**config.mk**
```make
export PLATFORM = sky130hd
export DESIGN_NAME = topology_to_triangle_index_expander_unit
export DESIGN_NICKNAME = d
export VERILOG_FILES = /design/src/hdl/ttie_pkg.sv /design/src/hdl/ttie_front.sv /design/src/hdl/ttie_queue.sv /design/src/hdl/ttie_back.sv /design/src/hdl/topology_to_triangle_index_expander_unit.sv
export SDC_FILE = /design/constraint.sdc
export NUM_CORES = 1
export LEC_CHECK = 0
export CORE_MARGIN = 2
export CORE_UTILIZATION = 40
export DETAILED_ROUTE_END_ITERATION = 7
export DONT_BUFFER_PORTS = 1
export PLACE_DENSITY_LB_ADDON = 0.08
export SYNTH_ARGS = -nofsm -noshare
export SYNTH_HDL_FRONTEND = slang
export SYNTH_SLANG_ARGS = --single-unit
```
**constraint.sdc**
```tcl
create_clock -name clk -period 5.2 [get_ports clk]
set_clock_uncertainty 0.05 [all_clocks]
set_input_delay 0.78 -clock clk [delete_from_list [all_inputs] [get_ports clk]]
set_output_delay 0.78 -clock clk [all_outputs]
set_load 0.1 [all_outputs]
```
**src/hdl/ttie_pkg.sv**
```systemverilog
`default_nettype none
// ----------------------------------------------------------------------------
// ttie_pkg
// Shared constants and types of the triangle index expander: topology codes,
// index and counter widths, and the command passed from front to back end.
// ----------------------------------------------------------------------------
package ttie_pkg;

    localparam int MAX_VERTICES = 65536;
    localparam int VPOS_W       = $clog2(MAX_VERTICES + 1);
    localparam int IDX_W        = 17;
    localparam int PRIM_W       = 5;

    localparam int QUEUE_DEPTH  = 4;
    localparam int QUEUE_AW     = $clog2(QUEUE_DEPTH);
    localparam int QUEUE_CW     = $clog2(QUEUE_DEPTH + 1);

    localparam logic [PRIM_W-1:0] PRIM_FAN        = PRIM_W'(5);
    localparam logic [PRIM_W-1:0] PRIM_RECT_LIST  = PRIM_W'(8);
    localparam logic [PRIM_W-1:0] PRIM_QUAD_LIST  = PRIM_W'(13);
    localparam logic [PRIM_W-1:0] PRIM_QUAD_STRIP = PRIM_W'(14);
    localparam logic [PRIM_W-1:0] PRIM_POLYGON    = PRIM_W'(15);

    typedef enum logic [1:0] {
        CMD_FAN,
        CMD_RECT,
        CMD_QUAD,
        CMD_STRIP
    } cmd_kind_t;

    typedef struct packed {
        cmd_kind_t         kind;
        logic [IDX_W-1:0]  base;
    } tri_cmd_t;

    typedef struct packed {
        logic full;
        logic empty;
    } queue_status_t;

endpackage
`default_nettype wire

```
**src/hdl/ttie_front.sv**
```systemverilog
`default_nettype none
// ----------------------------------------------------------------------------
// ttie_front
// Accepts vertex beats, tracks count, group phase and group base, and pushes
// one command per vertex that closes a primitive.
// ----------------------------------------------------------------------------
module ttie_front
    import ttie_pkg::*;
(
    input  wire logic              clk,
    input  wire logic              rst_n,
    input  wire logic              cfg_wr_en,
    input  wire logic [PRIM_W-1:0] cfg_wr_data,
    input  wire logic              in_valid,
    output logic                   in_ready,
    input  wire logic              start_of_draw,
    input  wire queue_status_t     q_status,
    output logic                   push,
    output tri_cmd_t               push_cmd
);

    logic [PRIM_W-1:0] prim_reg;
    logic [VPOS_W-1:0] pos_reg, pos_next;
    logic [1:0]        phase_reg, phase_next;
    logic [IDX_W-1:0]  base_reg, base_next;

    logic [VPOS_W-1:0] eff_pos;
    logic [1:0]        eff_phase;
    logic [IDX_W-1:0]  eff_base;
    logic [IDX_W-1:0]  pos_idx;
    logic              accept;
    logic              emit;

    assign in_ready = !q_status.full;
    assign accept   = in_valid && in_ready;

    always_ff @(posedge clk or negedge rst_n)
    begin
        if (!rst_n)
        begin
            prim_reg <= '0;
        end
        else if (cfg_wr_en)
        begin
            prim_reg <= cfg_wr_data;
        end
    end

    always_comb
    begin
        eff_pos    = start_of_draw ? '0 : pos_reg;
        eff_phase  = start_of_draw ? '0 : phase_reg;
        eff_base   = start_of_draw ? '0 : base_reg;
        pos_idx    = IDX_W'(eff_pos);
        pos_next   = eff_pos;
        phase_next = eff_phase;
        base_next  = eff_base;
        emit       = 1'b0;
        push_cmd   = '{kind: CMD_FAN, base: pos_idx};
        if (eff_pos != VPOS_W'(MAX_VERTICES))
        begin
            pos_next = eff_pos + VPOS_W'(1);
            case (prim_reg) inside
                PRIM_FAN, PRIM_POLYGON:
                begin
                    emit = (eff_pos >= VPOS_W'(2));
                end
                PRIM_RECT_LIST:
                begin
                    push_cmd.kind = CMD_RECT;
                    push_cmd.base = eff_base;
                    if (eff_phase >= 2'd2)
                    begin
                        emit       = 1'b1;
                        phase_next = 2'd0;
                        base_next  = eff_base + IDX_W'(4);
                    end
                    else
                    begin
                        phase_next = eff_phase + 2'd1;
                    end
                end
                PRIM_QUAD_LIST:
                begin
                    push_cmd.kind = CMD_QUAD;
                    push_cmd.base = eff_base;
                    if (eff_phase == 2'd3)
                    begin
                        emit      = 1'b1;
                        base_next = eff_base + IDX_W'(4);
                    end
                    phase_next = eff_phase + 2'd1;
                end
                PRIM_QUAD_STRIP:
                begin
                    push_cmd.kind = CMD_STRIP;
                    push_cmd.base = pos_idx - IDX_W'(3);
                    emit = (eff_pos >= VPOS_W'(3)) && eff_pos[0];
                end
                default:
                begin
                    emit = 1'b0;
                end
            endcase
        end
    end

    assign push = accept && emit;

    always_ff @(posedge clk or negedge rst_n)
    begin
        if (!rst_n)
        begin
            pos_reg   <= '0;
            phase_reg <= '0;
            base_reg  <= '0;
        end
        else if (accept)
        begin
            pos_reg   <= pos_next;
            phase_reg <= phase_next;
            base_reg  <= base_next;
        end
    end

endmodule
`default_nettype wire

```
**src/hdl/ttie_queue.sv**
```systemverilog
`default_nettype none
// ----------------------------------------------------------------------------
// ttie_queue
// Short command queue between front and back end.
// ----------------------------------------------------------------------------
module ttie_queue
    import ttie_pkg::*;
(
    input  wire logic     clk,
    input  wire logic     rst_n,
    input  wire logic     push,
    input  wire tri_cmd_t push_cmd,
    input  wire logic     pop,
    output tri_cmd_t      head_cmd,
    output queue_status_t status
);

    tri_cmd_t              mem_reg [QUEUE_DEPTH];
    logic [QUEUE_AW-1:0]   wr_ptr_reg;
    logic [QUEUE_AW-1:0]   rd_ptr_reg;
    logic [QUEUE_CW-1:0]   count_reg;

    assign status.full  = (count_reg == QUEUE_CW'(QUEUE_DEPTH));
    assign status.empty = (count_reg == '0);
    assign head_cmd     = mem_reg[rd_ptr_reg];

    always_ff @(posedge clk)
    begin
        if (push)
        begin
            mem_reg[wr_ptr_reg] <= push_cmd;
        end
    end

    always_ff @(posedge clk or negedge rst_n)
    begin
        if (!rst_n)
        begin
            wr_ptr_reg <= '0;
            rd_ptr_reg <= '0;
            count_reg  <= '0;
        end
        else
        begin
            if (push)
            begin
                wr_ptr_reg <= wr_ptr_reg + QUEUE_AW'(1);
            end
            if (pop)
            begin
                rd_ptr_reg <= rd_ptr_reg + QUEUE_AW'(1);
            end
            case ({push, pop})
                2'b10:   count_reg <= count_reg + QUEUE_CW'(1);
                2'b01:   count_reg <= count_reg - QUEUE_CW'(1);
                default: count_reg <= count_reg;
            endcase
        end
    end

endmodule
`default_nettype wire

```
**src/hdl/ttie_back.sv**
```systemverilog
`default_nettype none
// ----------------------------------------------------------------------------
// ttie_back
// Expands queued commands into triangle beats through an output register.
// ----------------------------------------------------------------------------
module ttie_back
    import ttie_pkg::*;
(
    input  wire logic           clk,
    input  wire logic           rst_n,
    input  wire tri_cmd_t       head_cmd,
    input  wire queue_status_t  q_status,
    output logic                pop,
    output logic                out_valid,
    input  wire logic           out_ready,
    output logic [IDX_W-1:0]    corner_a,
    output logic [IDX_W-1:0]    corner_b,
    output logic [IDX_W-1:0]    corner_c,
    output logic                last_of_run
);

    logic             valid_reg, valid_next;
    logic             half_reg, half_next;
    logic [IDX_W-1:0] a_reg, a_next;
    logic [IDX_W-1:0] b_reg, b_next;
    logic [IDX_W-1:0] c_reg, c_next;
    logic             last_reg, last_next;

    logic             load;
    logic [IDX_W-1:0] bm1, b0, bp1, bp2, bp3;

    assign load = !valid_reg || out_ready;

    always_comb
    begin
        b0  = head_cmd.base;
        bm1 = b0 - IDX_W'(1);
        bp1 = b0 + IDX_W'(1);
        bp2 = b0 + IDX_W'(2);
        bp3 = b0 + IDX_W'(3);

        valid_next = valid_reg && !out_ready;
        half_next  = half_reg;
        a_next     = a_reg;
        b_next     = b_reg;
        c_next     = c_reg;
        last_next  = last_reg;
        pop        = 1'b0;

        if (load && !q_status.empty)
        begin
            valid_next = 1'b1;
            last_next  = half_reg || (head_cmd.kind == CMD_FAN);
            pop        = last_next;
            half_next  = !last_next;
            unique case (head_cmd.kind)
                CMD_FAN:
                begin
                    a_next = '0;
                    b_next = bm1;
                    c_next = b0;
                end
                CMD_RECT:
                begin
                    a_next = half_reg ? bp1 : b0;
                    b_next = half_reg ? bp3 : bp1;
                    c_next = bp2;
                end
                CMD_QUAD:
                begin
                    a_next = b0;
                    b_next = half_reg ? bp2 : bp1;
                    c_next = half_reg ? bp3 : bp2;
                end
                CMD_STRIP:
                begin
                    a_next = b0;
                    b_next = half_reg ? bp3 : bp1;
                    c_next = half_reg ? bp2 : bp3;
                end
                default:
                begin
                    a_next = b0;
                    b_next = bp1;
                    c_next = bp2;
                end
            endcase
        end
    end

    always_ff @(posedge clk or negedge rst_n)
    begin
        if (!rst_n)
        begin
            valid_reg <= 1'b0;
            half_reg  <= 1'b0;
        end
        else
        begin
            valid_reg <= valid_next;
            half_reg  <= half_next;
        end
    end

    always_ff @(posedge clk)
    begin
        a_reg    <= a_next;
        b_reg    <= b_next;
        c_reg    <= c_next;
        last_reg <= last_next;
    end

    assign out_valid   = valid_reg;
    assign corner_a    = a_reg;
    assign corner_b    = b_reg;
    assign corner_c    = c_reg;
    assign last_of_run = last_reg;

endmodule
`default_nettype wire

```
**src/hdl/topology_to_triangle_index_expander_unit.sv**
```systemverilog
`default_nettype none
// ----------------------------------------------------------------------------
// topology_to_triangle_index_expander_unit
// Expands fan, polygon, rect list, quad list and quad strip vertex streams
// into triangle-list corner indices.
// ----------------------------------------------------------------------------
// One vertex beat is taken per cycle while the four-entry command queue has
// room; the front end updates the vertex count and group state in that same
// cycle. A vertex that closes a primitive queues one command, which the back
// end turns into one triangle beat (fan, polygon) or two beats (rect list,
// quad list, quad strip) through its output register; the command is
// registered in the queue and then in the output register before a result
// appears. Sustained throughput is one vertex per cycle for every topology
// while out_ready stays high; bursts of paired triangles are absorbed by the
// queue. Write the topology register only while idle.
module topology_to_triangle_index_expander_unit
    import ttie_pkg::*;
(
    input  wire logic              clk,
    input  wire logic              rst_n,
    input  wire logic              cfg_wr_en,
    input  wire logic [PRIM_W-1:0] cfg_wr_data,
    input  wire logic              in_valid,
    output logic                   in_ready,
    input  wire logic              start_of_draw,
    output logic                   out_valid,
    input  wire logic              out_ready,
    output logic [IDX_W-1:0]       corner_a,
    output logic [IDX_W-1:0]       corner_b,
    output logic [IDX_W-1:0]       corner_c,
    output logic                   last_of_run
);

    queue_status_t q_status;
    tri_cmd_t      push_cmd;
    tri_cmd_t      head_cmd;
    logic          push;
    logic          pop;

    ttie_front u_front (
        .clk           (clk),
        .rst_n         (rst_n),
        .cfg_wr_en     (cfg_wr_en),
        .cfg_wr_data   (cfg_wr_data),
        .in_valid      (in_valid),
        .in_ready      (in_ready),
        .start_of_draw (start_of_draw),
        .q_status      (q_status),
        .push          (push),
        .push_cmd      (push_cmd)
    );

    ttie_queue u_queue (
        .clk      (clk),
        .rst_n    (rst_n),
        .push     (push),
        .push_cmd (push_cmd),
        .pop      (pop),
        .head_cmd (head_cmd),
        .status   (q_status)
    );

    ttie_back u_back (
        .clk         (clk),
        .rst_n       (rst_n),
        .head_cmd    (head_cmd),
        .q_status    (q_status),
        .pop         (pop),
        .out_valid   (out_valid),
        .out_ready   (out_ready),
        .corner_a    (corner_a),
        .corner_b    (corner_b),
        .corner_c    (corner_c),
        .last_of_run (last_of_run)
    );

endmodule
`default_nettype wire
```
=== Word-level counts from Yosys, hierarchy flattened ===
Memory sizes are Yosys's and may differ from the RTL's.
Cells that the tools add are included.

* Register bits: 102
* Memory bits (writable): 76
* Bits of input ports: 11
* Output and inout port bits: 54
* Logic and storage cells: 100
* Memories kept: 1

* Add/sub/neg operators: 12
* Magnitude comparators: 3
* Equal/unequal tests: 13
* Multiplexer cells: 40
* Reductions and logical operators: 18

{| class="wikitable"
|+ Memories
! memory !! depth !! width !! read ports !! clocked after Yosys merged registers in !! write ports !! RTL line !! text
|-
| u_queue.mem_reg || 4 || 19 || 1 || 0 || 1 || ttie_queue.sv:18 || <nowiki>tri_cmd_t mem_reg [QUEUE_DEPTH];</nowiki>
|}

{| class="wikitable"
|+ Operator list
! operator !! count
|-
| $mux 17 || 14
|-
| $pmux 17 s3 || 2
|-
| $mux 19 || 5
|-
| $pmux 17 s4 || 1
|-
| $add 17x1->17 const B || 2
|-
| $add 17x2->17 const B || 2
|-
| $ge 17x2->1 const B || 2
|-
| $eq 5x4->1 const B || 4
|-
| $add 17x3->17 const B || 1
|-
| $ne 17x17->1 const B || 1
|-
| $sub 17x1->17 const B || 1
|-
| $sub 17x2->17 const B || 1
|-
| $mux 2 || 6
|-
| $mux 1 || 11
|-
| $eq 2x2->1 const B || 4
|-
| $add 2x1->2 const B || 3
|-
| $pmux 3 s2 || 1
|-
| $reduce_or 2->1 || 3
|-
| $eq 5x3->1 const B || 1
|-
| $logic_and 1x1->1 || 5
|-
| $logic_not 1->1 || 5
|-
| $eq 2x1->1 const B || 2
|-
| $add 3x1->3 const B || 1
|-
| $eq 3x3->1 const B || 1
|-
| 6 further kinds || 7
|}

=== Logic depth before layout (Yosys ltp) ===
* Word-level depth: 11
* Mapped depth: 15
* Depth with buffers taken out: 14

=== Cells and area by module ===
Synthesis repeated with hierarchy kept, for this count alone.

* Cell total of the unflattened synthesis: 986
* Area, all modules: 10,376.2 sq um

{| class="wikitable"
|+ By module, submodules not included
! module !! instances !! cells each !! area each (sq um) !! sequential area each (sq um)
|-
| ttie_back || 1 || 440 || 4,026.4 || 1,611.5
|-
| ttie_front || 1 || 411 || 3,208.1 || 1,026.0
|-
| ttie_queue || 1 || 135 || 3,141.8 || 2,457.4
|}

=== Worst setup path after synthesis ===
OpenSTA, ideal clock, no wires.

* Kind: register to register
* Start point: register u_back.valid_reg (netlist: u_back.out_valid)
* End point: register u_queue.count_reg[2]
* Library setup time: 79 ps
* Arrival: 4,757 ps
* Data required time: 5,071 ps
* Path slack: 313 ps
* Stages on the path, launching flop included: 10
* Buffers on the path: 0
* Period minus slack after synthesis: 4,887 ps
* Path through: dfrtp_1 -> nand2b_1 -> nor2b_1 -> and2_1 -> ha_1 -> inv_1 -> fa_1 -> xor2_1 -> nor2_1 -> xor2_1

* Cells in the longest elaborated chain, start to end: 6
* Elaborated cells between the ends (all ways): 8
* Those cells by class: 2 x eq/ne; 2 x mux; 4 x reduce/logical

{| class="wikitable"
|+ RTL lines
! what !! RTL line !! text
|-
| start, declared || ttie_back.sv:22 || <nowiki>logic valid_reg, valid_next;</nowiki>
|-
| start signal, assigned || ttie_back.sv:100 || <nowiki>valid_reg <= valid_next;</nowiki>
|-
| $logic_not 1->1 (*) || ttie_back.sv:32 || <nowiki>assign load = !valid_reg || out_ready;</nowiki>
|-
| $logic_or 1x1->1 (*) || ttie_back.sv:32 ||
|-
| $logic_and 1x1->1 (*) || ttie_back.sv:50 || <nowiki>if (load && !q_status.empty)</nowiki>
|-
| $mux 1 (*) || ttie_back.sv:50 ||
|-
| via pop || topology_to_triangle_index_expander_unit.sv:38 || <nowiki>logic pop;</nowiki>
|-
| $eq 2x1->1 / $eq 2x2->1 (equally long branches) || ttie_queue.sv:53 || <nowiki>case ({push, pop})</nowiki>
|-
| $pmux 3 s2 / $reduce_bool 2->1 (equally long branches) || - ||
|-
| end signal, assigned || ttie_queue.sv:54 || <nowiki>2'b10: count_reg <= count_reg + QUEUE_CW'(1);</nowiki>
|-
| end signal, assigned || ttie_queue.sv:55 || <nowiki>2'b01: count_reg <= count_reg - QUEUE_CW'(1);</nowiki>
|-
| end signal, assigned || ttie_queue.sv:56 || <nowiki>default: count_reg <= count_reg;</nowiki>
|-
| end, declared || ttie_queue.sv:21 || <nowiki>logic [QUEUE_CW-1:0] count_reg;</nowiki>
|}

The timed path passes the listed nets; every way through them passes the cells marked *.
A chain may end at the register's enable or synchronous reset.

=== Worst setup path after layout ===
* Start point: register u_queue.rd_ptr_reg[0]
* End point: register u_back.c_reg[13] (netlist: u_back.corner_c[13]), data pin

* Cells in the longest elaborated chain, start to end: 4
* Elaborated cells between the ends (all ways): 10
* Those cells by class: 2 x add/sub; 3 x eq/ne; 3 x mux; 1 x reduce/logical; 1 x memory

{| class="wikitable"
|+ RTL lines
! what !! RTL line !! text
|-
| start, declared || ttie_queue.sv:20 || <nowiki>logic [QUEUE_AW-1:0] rd_ptr_reg;</nowiki>
|-
| start signal, assigned || ttie_queue.sv:51 || <nowiki>rd_ptr_reg <= rd_ptr_reg + QUEUE_AW'(1);</nowiki>
|-
| $mem_v2 4x19 (*) || - ||
|-
| $add 17x2->17 (on tied branches) || ttie_back.sv:40, ttie_back.sv:39 ||
|-
| $mux 17 (on tied branches) || ttie_back.sv:79, ttie_back.sv:73 ||
|-
| $pmux 17 s4 (*) || ttie_back.sv:56 || <nowiki>unique case (head_cmd.kind)</nowiki>
|-
| end signal, assigned || ttie_back.sv:109 || <nowiki>c_reg <= c_next;</nowiki>
|-
| end, declared || ttie_back.sv:26 || <nowiki>logic [IDX_W-1:0] c_reg, c_next;</nowiki>
|}

Every way passes the cells marked *; elsewhere a longest branch is shown, timed or not.

==> impl_metrics.py <==
metrics = {
    "clock_network": {
        "clock-sinks": 178,
        "clk_path_buf_depth": 2,
        "path_clk_slew_ns": 0.07,
        "cts_tree": "yes",
        "clk_latency_ns": 0.44,
        "root_buffer": "clkbuf_16",
        "hold_buffers": 1,
        "post-cts-setup-buffer-count": 0,
        "h-tree-depth": 4,
        "cts_buffers": 17,
        "cts_resized": 0,
    },
    "timing": {
        "setup_tns_ns": 0,
        "hold_violations": 0,
        "slew_violations": 0,
        "rsz0062_at_grt": "false",
        "fin_crit_sh_pct": 75.1,
        "setup_viol": 0,
        "maxSlewHeadroom_pct": 33.6,
        "period_minus_slack_ns": 3.91,
        "fmax_mhz": 256,
        "worst_slew_pin_slew_ns": 0.998,
    },
    "die": {
        "pin_count": 65,
        "num_rows": 60,
        "dieHeight_um": 169,
        "start_util_pct": 40.6,
        "core_um2": 26900,
        "die_w_um": 169,
        "dieArea_um2": 28600,
    },
    "run": {
        "drv_cap": 0,
    },
    "yosys": {
        "ys_seq_area_share_pct": 46.6,
        "ys.flop_type": "edfxtp_1",
        "synth.distinct_cells": 87,
        "synth-seq-cells": 178,
        "synth-warning-count": 0,
        "async_reset_ff_share_pct": 28.1,
        "synthesis.nets": 1117,
        "synth_edf_count": 128,
        "avgSynthCellArea_um2": 10.1,
        "syn_area_um2": 10900,
        "syn-instance-count": 1085,
    },
    "drt": {
        "vias": 8454,
        "totalWireLength_mm": 30.6,
        "drc": 0,
        "vias_per_cell": 6.09,
        "drt_iter0_drc": 789,
        "firstDrtPassIters": 6,
        "ant_nets": 0,
        "wl_per_cell_um": 22.0,
    },
    "setup_path": {
        "timing.rr.start": "u_queue.rd_ptr_reg[0]",
        "crit_type": "register to register",
        "worst_ep_arrival_time_ns": 4.04,
        "crit_slowest_cell": "dfrtp_1",
        "reg2reg_slack_ns": 1.30,
        "crit_chain": "mux2i_1 > mux2_2 > inv_1 > ha_1 > nand3_1 > or3_1 > o21ai_0 > a21oi_1 > a211o_1",
        "critPathMaxFanout": 14,
        "critPathMaxStageDelay_ns": 0.71,
        "end_kind": "register",
        "required_ns": 5.34,
        "reg2reg_depth": 9,
        "critPathLaunchType": "register",
        "rr_endpoint": "u_back.corner_c[13]",
    },
    "placement": {
        "portBuffers": 0,
        "hpwl_mm": 21.1,
        "gp_congestion": 0.884,
        "placed_area_um2": 11100,
    },
    "final_layout": {
        "area.growth.synth_to_final_pct": 7.12,
        "layout-drive-gt1-share_pct": 9.54,
        "mostFrequentLayoutCells": "edfxtp_1, nand2_1, nor2_1",
        "stdcell_area_um2": 11700,
        "final_nets": 1067,
        "final_common_cell": "edfxtp_1",
        "largest_reg_flops": 76,
        "num_antenna_cells": 0,
    },
    "hold_path": {
        "min_path_type": "input port to asynchronous set/reset pin",
    },
    "pwr": {
        "power_leakage_uw": 0.00412,
        "vdd_drop_max_mv": 0.257,
        "powerDensity_nw_per_um2": 677,
    },
    "run_status": {
        "status": "finished, final reports clean",
    },
    "global_route": {
        "antenna_found_initial": 0,
        "grt_max_degree": 60,
        "overflow": 0,
        "grt_pass1_vias": 8062,
        "grt_use_total_pct": 21.6,
        "grt_pass1_wl_mm": 47.9,
    },
}
==> how the worst max path moves through the flow <==
| stage | from | to | cells after the start |
|---|---|---|---|
| floorplan | u_back.out_valid | u_queue.count_reg[2] | 9 |
| global placement | u_queue.rd_ptr_reg[0] | u_back.corner_c[13] | 9 |
| detailed placement | u_queue.rd_ptr_reg[0] | u_back.corner_c[13] | 9 |
| CTS | u_queue.rd_ptr_reg[0] | u_back.corner_c[13] | 9 |
| global route | u_queue.rd_ptr_reg[0] | u_back.corner_a[13] | 9 |
| finish | u_queue.rd_ptr_reg[0] | u_back.corner_c[13] | 9 |
==> layer usage <==
layer | vias up | share of wire [%] | GRT usage, %
met5 | - | 0 | 0
met4 | 0 | 4.1 | 10.3
met3 | 62 | 3.8 | 2.80
met2 | 308 | 49 | 36.4
met1 | 4113 | 43 | 27.7
li1 | 3971 | - | -
==> cell usage after synthesis (4+ instances only) <==
master | n | area, um2
a211oi_1 | 6 | 45.0
a21boi_0 | 4 | 30.0
a21oi_1 | 67 | 335
a221o_1 | 6 | 60.1
a22o_1 | 4 | 35.0
a22oi_1 | 11 | 82.6
a2bb2oi_1 | 4 | 35.0
a31oi_1 | 13 | 81.3
a32o_1 | 7 | 70.1
and2_1 | 20 | 125
and3_1 | 18 | 113
and4_1 | 5 | 43.8
buf_1 | 5 | 18.8
buf_2 | 16 | 80.1
buf_4 | 4 | 30.0
clkbuf_1 | 59 | 221
dfrtp_1 | 50 | 1250
edfxtp_1 | 128 | 3840
ha_1 | 20 | 250
inv_1 | 29 | 109
mux2_2 | 12 | 135
mux2i_1 | 24 | 240
mux4_2 | 17 | 383
nand2_1 | 101 | 379
nand2b_1 | 6 | 37.5
nand3_1 | 35 | 175
nand4_1 | 18 | 113
nor2_1 | 84 | 315
nor2b_1 | 13 | 81.3
nor3_1 | 26 | 130
nor3b_1 | 4 | 30.0
nor4_1 | 11 | 68.8
o2111ai_1 | 4 | 35.0
o211ai_1 | 9 | 67.6
o21ai_0 | 73 | 365
o22ai_1 | 17 | 106
o31ai_1 | 7 | 52.6
o32ai_1 | 8 | 70.1
or3_1 | 7 | 43.8
xnor2_1 | 31 | 272
xor2_1 | 27 | 236
==> critical path, delay by kind of cell, from the launching register on <==
family,cells,cell delay [ns]
compound gates,3,0.50
mux,2,0.55
buf+inv,1,0.41
fa+ha+maj,1,0.49
simple gates,2,0.94
flops,1,0.71
==> per-stage QoR <==
stage | instances | power [uW] | hold slack [ns] | utilization [%] | setup WS (ns)
after global routing | 1389 | 8330 | 0.156 | 43.5 | 1.06
after detailed placement | 1356 | 6650 | 0.426 | 41.3 | 1.34
final | 1389 | 7920 | 0.154 | 43.5 | 1.30
after floorplan | 1085 | 5940 | 0.404 | - | 0.313
after global placement | 1356 | 6650 | 0.426 | 41.3 | 1.36
after CTS | 1389 | 7940 | 0.147 | 43.5 | 1.32
==> logic make-up after synthesis <==
| family | share of synthesized area [%] |
|---|---|
| simple gates | 17.3 |
| compound gates | 17.0 |
| fa+ha+maj | 2.47 |
| flops | 46.6 |
| mux | 7.18 |
| buf+inv | 4.73 |
| xor+xnor | 4.65 |
==> area by class of cell <==
| cell class | instances | area (um2) |
|---|---|---|
| clock buffers | 18 | 439 |
| well taps | 341 | 427 |
| repair buffers | 19 | 163 |
| fillers | 2584 | 15200 |
| multi-input cells | 789 | 5320 |
| flip-flops and latches | 178 | 5090 |
| clock inverters | 14 | 143 |
| inverters | 30 | 113 |
==> power breakdown <==
part | internal [uW] | switching, uW | total [uW]
Sequential | 2000 | 1750 | 3750
Combinational | 976 | 1920 | 2900
Clock | 652 | 618 | 1270
Total | 3630 | 4290 | 7920
Power figures use the tool's default switching activity.
